[config.mk]
export PLATFORM = sky130hd
export DESIGN_NAME = eight_bit_accumulator_cpu_top_flat
export DESIGN_NICKNAME = d
export VERILOG_FILES = /design/src/rtl/core/eba_pkg.sv /design/src/rtl/core/eba_if.sv /design/src/rtl/core/eight_bit_accumulator_cpu_top.sv /design/src/flat_wrapper.sv
export VERILOG_INCLUDE_DIRS = /design/src /design/src/rtl/core
export SDC_FILE = /design/constraint.sdc
export NUM_CORES = 1
export LEC_CHECK = 0
export BUFFER_PORTS_ARGS = -buffer_cell sky130_fd_sc_hd__buf_2
export CORE_ASPECT_RATIO = 1.4
export CORE_UTILIZATION = 40
export CTS_BUF_LIST = sky130_fd_sc_hd__clkbuf_8
export DETAILED_ROUTE_END_ITERATION = 6
export PLACE_DENSITY = 0.64
export RECOVER_POWER = 100
export SYNTH_ARGS = -nofsm -noshare
export SYNTH_HDL_FRONTEND = slang
export SYNTH_SLANG_ARGS = --single-unit
[constraint.sdc]
create_clock -name clk -period 5 [get_ports clk]
set_input_delay 0.5 -clock clk [delete_from_list [all_inputs] [get_ports clk]]
set_output_delay 0.5 -clock clk [all_outputs]
set_load 0.02 [all_outputs]
[src/rtl/core/eight_bit_accumulator_cpu_top_defines.svh]
// Assertion helpers for the accumulator CPU core.
// Both expect clk and rst_n in scope.
`ifndef EIGHT_BIT_ACCUMULATOR_CPU_TOP_DEFINES_SVH
`define EIGHT_BIT_ACCUMULATOR_CPU_TOP_DEFINES_SVH

// Consequent checked in the same cycle as the antecedent.
`define EBA_ASSERT_NOW(label, ante, cons, msg) \
  label: assert property (@(posedge clk) disable iff (!rst_n) (ante) |-> (cons)) \
    else $error(msg);

// Consequent checked in the cycle after the antecedent.
`define EBA_ASSERT_NEXT(label, ante, cons, msg) \
  label: assert property (@(posedge clk) disable iff (!rst_n) (ante) |=> (cons)) \
    else $error(msg);

`endif

[src/rtl/core/eba_pkg.sv]
`default_nettype none

package eba_pkg;

  localparam int unsigned MemDepth = 16;

  typedef enum logic [3:0] {
    OPC_NOP = 4'h0,
    OPC_LDA = 4'h1,
    OPC_ADD = 4'h2,
    OPC_SUB = 4'h3,
    OPC_STA = 4'h4,
    OPC_LDI = 4'h5,
    OPC_JMP = 4'h6,
    OPC_JC  = 4'h7,
    OPC_JZ  = 4'h8,
    OPC_OUT = 4'hE,
    OPC_HLT = 4'hF
  } opcode_t;

  // op field of an input transaction
  localparam logic OP_WRITE = 1'b0;
  localparam logic OP_EXEC  = 1'b1;

  typedef struct packed {
    logic       op;
    logic [3:0] mem_addr;
    logic [7:0] mem_data;
  } in_item_t;

  typedef struct packed {
    logic [7:0] out_value;
    logic       out_strobe;
    logic       halted;
    logic [3:0] prog_counter;
    logic [7:0] accumulator;
    logic       carry_flag;
    logic       zero_flag;
  } out_item_t;

endpackage

`default_nettype wire

[src/rtl/core/eba_if.sv]
`default_nettype none

interface eba_in_if;
  import eba_pkg::*;

  logic     valid;
  logic     ready;
  in_item_t payload;

  modport source (output valid, output payload, input ready);
  modport sink   (input valid, input payload, output ready);
endinterface

interface eba_out_if;
  import eba_pkg::*;

  logic      valid;
  logic      ready;
  out_item_t payload;

  modport source (output valid, output payload, input ready);
  modport sink   (input valid, input payload, output ready);
endinterface

`default_nettype wire

[src/rtl/core/eight_bit_accumulator_cpu_top.sv]
// Channel    Direction  Handshake     Payload
// in_stream  in         valid/ready   op, mem_addr, mem_data
// out_stream out        valid/ready   out_value, out_strobe, halted, prog_counter,
//                                     accumulator, carry_flag, zero_flag
//
// One transaction per cycle unless stalled; its result is registered on the next cycle.
// Throughput is set by the single pass through fetch, operand read and the 8-bit adder.
// in_ready is high whenever the result register is empty or is being emptied that cycle.
// rst_n (synchronous) clears the 16-byte register file and all CPU registers at once.
`default_nettype none

`include "eight_bit_accumulator_cpu_top_defines.svh"

module eight_bit_accumulator_cpu_top (
  input  wire       clk,
  input  wire       rst_n,
  eba_in_if.sink    in_stream,
  eba_out_if.source out_stream
);
  import eba_pkg::*;

  logic [7:0] mem_r [MemDepth];
  logic [3:0] pc_r,    pc_nxt;
  logic [7:0] acc_r,   acc_nxt;
  logic       carry_r, carry_nxt;
  logic       zero_r,  zero_nxt;
  logic [7:0] outv_r,  outv_nxt;
  logic       halt_r,  halt_nxt;
  logic       strobe_nxt;

  logic       mem_we;
  logic [3:0] mem_waddr;
  logic [7:0] mem_wdata;

  logic       res_valid_r;
  out_item_t  res_r;

  logic       in_fire;
  logic [7:0] instr;
  opcode_t    opc;
  logic [3:0] arg;
  logic [7:0] operand;
  logic [8:0] sum;
  logic [3:0] pc_inc;

  assign in_stream.ready  = !res_valid_r || out_stream.ready;
  assign in_fire          = in_stream.valid && in_stream.ready;
  assign out_stream.valid = res_valid_r;
  assign out_stream.payload = res_r;

  assign instr   = mem_r[pc_r];
  assign opc     = opcode_t'(instr[7:4]);
  assign arg     = instr[3:0];
  assign operand = mem_r[arg];
  assign sum     = {1'b0, acc_r} + {1'b0, operand};
  assign pc_inc  = pc_r + 4'd1;

  always_comb begin
    pc_nxt     = pc_r;
    acc_nxt    = acc_r;
    carry_nxt  = carry_r;
    zero_nxt   = zero_r;
    outv_nxt   = outv_r;
    halt_nxt   = halt_r;
    strobe_nxt = 1'b0;
    mem_we     = 1'b0;
    mem_waddr  = in_stream.payload.mem_addr;
    mem_wdata  = in_stream.payload.mem_data;

    if (in_stream.payload.op == OP_WRITE) begin
      mem_we = 1'b1;
    end else if (!halt_r) begin
      pc_nxt = pc_inc;
      case (opc)
        OPC_LDA: acc_nxt = operand;
        OPC_ADD: begin
          acc_nxt   = sum[7:0];
          carry_nxt = sum[8];
          zero_nxt  = (sum[7:0] == 8'd0);
        end
        OPC_SUB: begin
          acc_nxt  = acc_r - operand;
          zero_nxt = (acc_r == operand);
        end
        OPC_STA: begin
          mem_we    = 1'b1;
          mem_waddr = arg;
          mem_wdata = acc_r;
        end
        OPC_LDI: acc_nxt = {4'd0, arg};
        OPC_JMP: pc_nxt = arg;
        OPC_JC: begin
          if (carry_r) begin
            pc_nxt    = arg;
            carry_nxt = 1'b0;
          end
        end
        OPC_JZ: begin
          if (zero_r) begin
            pc_nxt   = arg;
            zero_nxt = 1'b0;
          end
        end
        OPC_OUT: begin
          outv_nxt   = acc_r;
          strobe_nxt = 1'b1;
        end
        OPC_HLT: begin
          pc_nxt   = pc_r;
          halt_nxt = 1'b1;
        end
        default: ;  // NOP and undefined opcodes just advance
      endcase
    end
  end

  always_ff @(posedge clk) begin
    if (!rst_n) begin
      for (int i = 0; i < MemDepth; i++) begin
        mem_r[i] <= 8'd0;
      end
      pc_r        <= 4'd0;
      acc_r       <= 8'd0;
      carry_r     <= 1'b0;
      zero_r      <= 1'b0;
      outv_r      <= 8'd0;
      halt_r      <= 1'b0;
      res_valid_r <= 1'b0;
    end else begin
      if (in_fire) begin
        if (mem_we) begin
          mem_r[mem_waddr] <= mem_wdata;
        end
        pc_r    <= pc_nxt;
        acc_r   <= acc_nxt;
        carry_r <= carry_nxt;
        zero_r  <= zero_nxt;
        outv_r  <= outv_nxt;
        halt_r  <= halt_nxt;
        res_valid_r <= 1'b1;
      end else if (out_stream.ready) begin
        res_valid_r <= 1'b0;
      end
    end
  end

  always_ff @(posedge clk) begin
    if (in_fire) begin
      res_r.out_value    <= outv_nxt;
      res_r.out_strobe   <= strobe_nxt;
      res_r.halted       <= halt_nxt;
      res_r.prog_counter <= pc_nxt;
      res_r.accumulator  <= acc_nxt;
      res_r.carry_flag   <= carry_nxt;
      res_r.zero_flag    <= zero_nxt;
    end
  end

  `EBA_ASSERT_NOW(a_no_overwrite, res_valid_r && !out_stream.ready, !in_stream.ready,
                  "result register would be overwritten while stalled")
  `EBA_ASSERT_NEXT(a_halt_sticky, halt_r, halt_r, "halt flag dropped without reset")
  `EBA_ASSERT_NEXT(a_halted_exec_idle,
                   in_fire && in_stream.payload.op == OP_EXEC && halt_r,
                   pc_r == $past(pc_r) && acc_r == $past(acc_r) && !res_r.out_strobe,
                   "execute while halted changed state")
  `EBA_ASSERT_NEXT(a_write_no_strobe, in_fire && in_stream.payload.op == OP_WRITE,
                   !res_r.out_strobe && res_r.prog_counter == pc_r,
                   "memory write transaction disturbed CPU result")

endmodule

`default_nettype wire
[src/flat_wrapper.sv]
// flat-port wrapper written by rule: the top's interface ports become plain ports
module eight_bit_accumulator_cpu_top_flat import eba_pkg::*;
  (clk, rst_n, in_stream_valid, in_stream_payload, in_stream_ready, out_stream_valid, out_stream_payload, out_stream_ready);
  eba_in_if in_stream_i ();
  eba_out_if out_stream_i ();
  input  wire clk;
  input  wire rst_n;
  input wire logic [$bits(in_stream_i.valid)-1:0] in_stream_valid;
  input wire logic [$bits(in_stream_i.payload)-1:0] in_stream_payload;
  output wire logic [$bits(in_stream_i.ready)-1:0] in_stream_ready;
  output wire logic [$bits(out_stream_i.valid)-1:0] out_stream_valid;
  output wire logic [$bits(out_stream_i.payload)-1:0] out_stream_payload;
  input wire logic [$bits(out_stream_i.ready)-1:0] out_stream_ready;
  assign in_stream_i.valid = in_stream_valid;
  assign in_stream_i.payload = in_stream_payload;
  assign in_stream_ready = in_stream_i.ready;
  assign out_stream_valid = out_stream_i.valid;
  assign out_stream_payload = out_stream_i.payload;
  assign out_stream_i.ready = out_stream_ready;
  eight_bit_accumulator_cpu_top u_core (.clk(clk), .rst_n(rst_n), .in_stream(in_stream_i), .out_stream(out_stream_i));
endmodule
* Word level (Yosys, flattened, before mapping)
Memory sizes are Yosys's and may differ from the RTL's. A register that Yosys moved wholly into a read port is not among the register bits.
Cells that the tools add are included.
W data, S select, Z words.
** Cells by class
- Add/sub/neg operators :: 3
- Equality and inequality tests :: 11
- Reductions and logical operators :: 7
- Muxes and demuxes :: 42
- Bitwise gates (word level) :: 1
** Operators with widths (number)
- $mux W8 :: 9
- $mux W4 :: 10
- $pmux W8 S4 :: 1
- $mux W1 :: 19
- $eq A4 B3 Y1 const B :: 4
- $pmux W4 S4 :: 1
- $eq A4 B4 Y1 const B :: 3
- $add A8 B8 Y9 :: 1
- $eq A4 B2 Y1 const B :: 2
- $eq A8 B8 Y1 :: 1
- $logic_not A8 Y1 :: 1
- $reduce_or A8 Y1 :: 1
- $sub A8 B8 Y8 :: 1
- $add A4 B1 Y4 const B :: 1
- $eq A4 B1 Y1 const B :: 1
- $pmux W1 S3 :: 1
- $pmux W1 S2 :: 1
- $reduce_bool A2 Y1 :: 1
- $reduce_or A2 Y1 :: 1
- $logic_and A1 B1 Y1 :: 1
- $logic_not A1 Y1 :: 1
- $logic_or A1 B1 Y1 :: 1
- $not A1 Y1 :: 1
** Storage, ports and cells
- Memories kept :: 1
- Output and inout bits :: 26
- Flip-flop bits (word level) :: 48
- RAM bits :: 128
** Memories
- u_core.mem_r :: words 16, bits a word 8, read ports 2, clocked after Yosys merged registers in 1, write ports 16, line eight_bit_accumulator_cpu_top.sv:22 : logic [7:0] mem_r [MemDepth];

* Depth between registers and ports, before layout
- Depth in word-level cells :: 10
- Depth in mapped cells :: 23

* Worst setup path before layout
Ideal clock, no wire load.
- Path kind :: reg-to-reg
- Start :: register with a tool-made name
- End :: register u_core.res_r, in the netlist u_core.out_stream.payload[8] (data pin)
- Cell stages (with the launch flop) :: 22
- Period minus slack after synthesis :: 4.490 ns
- Arrival time :: 4.223 ns
- Setup slack :: 0.510 ns
- Library setup time :: 0.266 ns
- Path through :: dfxtp_1 > buf_4 > mux4_2 > mux2i_4 > and2_0 > buf_2 > buf_2 > o21ai_0 > a32o_1 > a221oi_1 > mux2_2 > ha_1 > inv_1 > fa_1 > nor2b_1 > o21a_1 > o21ai_0 > a21oi_1 > xnor2_1 > mux2i_1 > a221oi_1 > o21ai_1
** RTL lines
- to (decl) :: line eight_bit_accumulator_cpu_top.sv:36 : out_item_t res_r;

==> flow_summary.json <==
{
  "status": "finished, violations left",
  "violations": "max-capacitance violations, max-slew violations",
  "hold_violations": 0,
  "dpl.hpwl_mm": 26.08,
  "power_uw": 4021,
  "syn_nets": 1060,
  "ys_seq_elements": 180,
  "crit_type": "flip-flop to flip-flop",
  "remaining_drc_errors": 0,
  "rows": 71,
  "post_drt_wl_per_cell_microns": 23.01,
  "timing.fmax_ghz": 0.2094,
  "yosys_warnings": 0,
  "synth_cells": 1023,
  "post-route-period-util_pct": 95.50,
  "grt-ovfl-total": 0,
  "syn_avg_cell_area_sq_um": 10.82,
  "tightest_slew_ns": 1.940,
  "antenna_found_initial": 0,
  "htree_levels": 4,
  "numClockSinks": 180,
  "grt_setup_unrepaired": "yes",
  "die_height_microns": 198.8,
  "nNetsFinal": 1123,
  "cp.required_ns": 5.24,
  "io_buffer_count": 42,
  "routabilityCongestion": 0.9554,
  "maxCapViolCount": 2,
  "final_cells": 1464,
  "grt_pass1_vias": 8559,
  "clockBufferDepth": 2,
  "die_area_sq_um": 28340,
  "final_core_util_pct": 45.02,
  "synth_edf_count": 152,
  "yosysSeqAreaShare_pct": 46.32,
  "grt_pass1_wl_mm": 50.92,
  "powerDensity_nw_per_um2": 330.7,
  "ys.flop_type": "edfxtp_1",
  "dieWidth_microns": 142.6,
  "firstDrtPassIters": 7,
  "syn-cell-area_sq_um": 11060,
  "cts_buffers": 17,
  "start_util_pct": 40.97,
  "diodes": 0,
  "setup_violations": 0,
  "cts-root-buf": "clkbuf_8",
  "synth_cell_types": 85,
  "placed_cells": 1431,
  "startpoint_type": "flip-flop",
  "drtIter0Drc": 663,
  "worstSetupEndpointType": "flip-flop",
  "area_growth_pct": 9.895,
  "path_clk_slew_ns": 0.10,
  "hold_buffers": 0,
  "drv_slew": 82,
  "track_usage_pct": 24.76,
  "ir_worst_vdd_mv": 0.1593,
  "coreArea_sq_um": 27010,
  "cp_max_fo": 15,
  "slew_headroom_pct": -29.32,
  "ant_nets": 0,
  "whs_ns": 0.2572,
  "dr_total_vias": 8610,
  "fin_crit_ns": 4.775,
  "clock_skew_ns": 0.02022,
  "leakagePower_uw": 0.004139,
  "cts_tree": "done",
  "routed_wirelength_mm": 33.68,
  "hold_class": "primary input to flip-flop",
  "drive_gt1_share_pct": 18.56,
  "routed_via_density": 5.881,
  "clk-insertion-delay-late_ns": 0.50,
  "arrival_ns": 5.02,
  "synth_async_sr_flop_share_pct": 0,
  "pin_count": 43,
  "grt_max_degree": 44
}
[final cells by class]
type / instances / area, sq um
tap: 365 / 456.7
clock buffer: 17 / 234.0
clock inverter: 15 / 113.9
sequential: 180 / 5134
inverter: 24 / 90.09
timing repair buffer: 114 / 739.5
fill: 2636 / 14850
multi-input combinational: 749 / 5391
[Yosys cell counts, types with 23 or more instances]
master	number	area [sq um]
mux2i_1	41	410.4
mux2_2	29	326.6
buf_2	33	165.2
a21oi_1	47	235.2
o21a_1	24	180.2
nand2_1	54	202.7
o21ai_0	44	220.2
edfxtp_1	152	4564
nor2_1	178	668.1
nor3_1	33	165.2
inv_1	23	86.33
mux4_2	29	653.1
dfxtp_1	28	560.5
nand3_1	25	125.1
[layout by cell type (no fill, tap or decap), drive strengths merged, types with 9 or more instances in the layout]
master / synthesis / routed
o21a: 24 / 24
a2111oi: 11 / 11
a21oi: 48 / 48
dfxtp: 28 / 28
mux2i: 42 / 42
clkinv: 1 / 9
a32o: 10 / 10
edfxtp: 152 / 152
a211oi: 13 / 13
nor2b: 11 / 11
nand3: 25 / 25
nand2b: 18 / 18
clkbuf: 18 / 63
nor2: 180 / 180
nor3: 36 / 36
ha: 18 / 18
inv: 23 / 26
nor3b: 9 / 9
nand2: 61 / 61
a221oi: 13 / 13
mux4: 30 / 30
buf: 52 / 68
xnor2: 9 / 9
o21ai: 53 / 53
mux2: 37 / 37
o22ai: 9 / 9
[through the flow]
stage | TNS, ns | setup WS, ns | instance area, sq um
after global routing | -0.009257 | -0.009257 | 12160
after floorplan | 0 | 0.5105 | 11060
after detailed placement | -0.1387 | -0.06547 | 11900
after global placement | -0.007581 | -0.007054 | 11900
final | 0 | 0.2249 | 12160
after CTS | 0 | 0.1129 | 12270
[worst max-delay path: stages, from the launching register on]
cell      delay [ns]
dfxtp_4         0.42
buf_12          0.18
mux4_2          0.30
a22o_1          0.28
a221oi_4        0.30
nor2_1          0.11
buf_4           0.24
a32o_1          0.25
a221oi_1        0.45
mux2_2          0.28
ha_1            0.26
nor2b_1         0.15
o21a_1          0.19
o21ai_0         0.24
a21oi_1         0.12
xnor2_1         0.24
mux2i_1         0.12
a221oi_2        0.28
o21ai_1         0.09
[sequential cells by signal, indices dropped and copies added, names as in the netlist, named ones only]
register / cells
u_core.out_stream.valid: 1
u_core.zero_r: 1
u_core.acc_r: 8
u_core.mem_r: 128
u_core.out_stream.payload: 24
u_core.carry_r: 1
u_core.outv_r: 8
u_core.pc_r: 4
u_core.halt_r: 1
[power by group]
group / internal (uW) / switching (uW) / leakage, uW / total (uW)
logic: 539 / 802 / 0.00218 / 1340
registers: 1710 / 57.9 / 0.00179 / 1760
clock network: 345 / 572 / 0.000172 / 917
total: 2590 / 1430 / 0.00414 / 4020
[routing by layer]
layer  global-route usage [%]  vias to the layer above  part of all wire [%]
li1                         -                     3970                     -
met1                    27.81                     4140                    37
met2                    43.88                      390                    51
met3                    3.298                      110                   5.6
met4                    15.93                        0                   6.2
met5                        0                        -                     0
[cell families after synthesis]
kind of cell | after synthesis | share of synthesized area, %
flip-flops | 180 | 46.32
adder cells (fa/ha/maj) | 20 | 2.397
AO/OA/AOI/OAI | 234 | 14.84
XOR/XNOR | 14 | 1.108
multiplexers | 109 | 14.09
buffers and inverters | 94 | 4.568
AND/OR/NAND/NOR | 372 | 16.68
[what timing repair did]
| item | in CTS | in global routing |
|---|---|---|
| setup buffers | 0 | 0 |
| cloned | 0 | 1 |
| gates resized for setup | 4 | 14 |
| setup endpoints to repair | 5 | 10 |
| pin swaps | 0 | 1 |
[worst paths after layout]
kind	start	to	slack [ns]	cells past startpoint
worst max-delay path	flip-flop	u_core.out_stream.payload[8]$_DFFE_PP_	0.22	18
worst min register to register	u_core.outv_r[4]$_SDFFE_PN0P_	u_core.outv_r[4]$_SDFFE_PN0P_	0.50	2
worst min-delay path	in_stream_valid	u_core.out_stream.valid$_SDFFE_PN0P_	0.26	3
worst max register to register	flip-flop	u_core.out_stream.payload[8]$_DFFE_PP_	0.22	18
(Power assumes the default switching activity.)
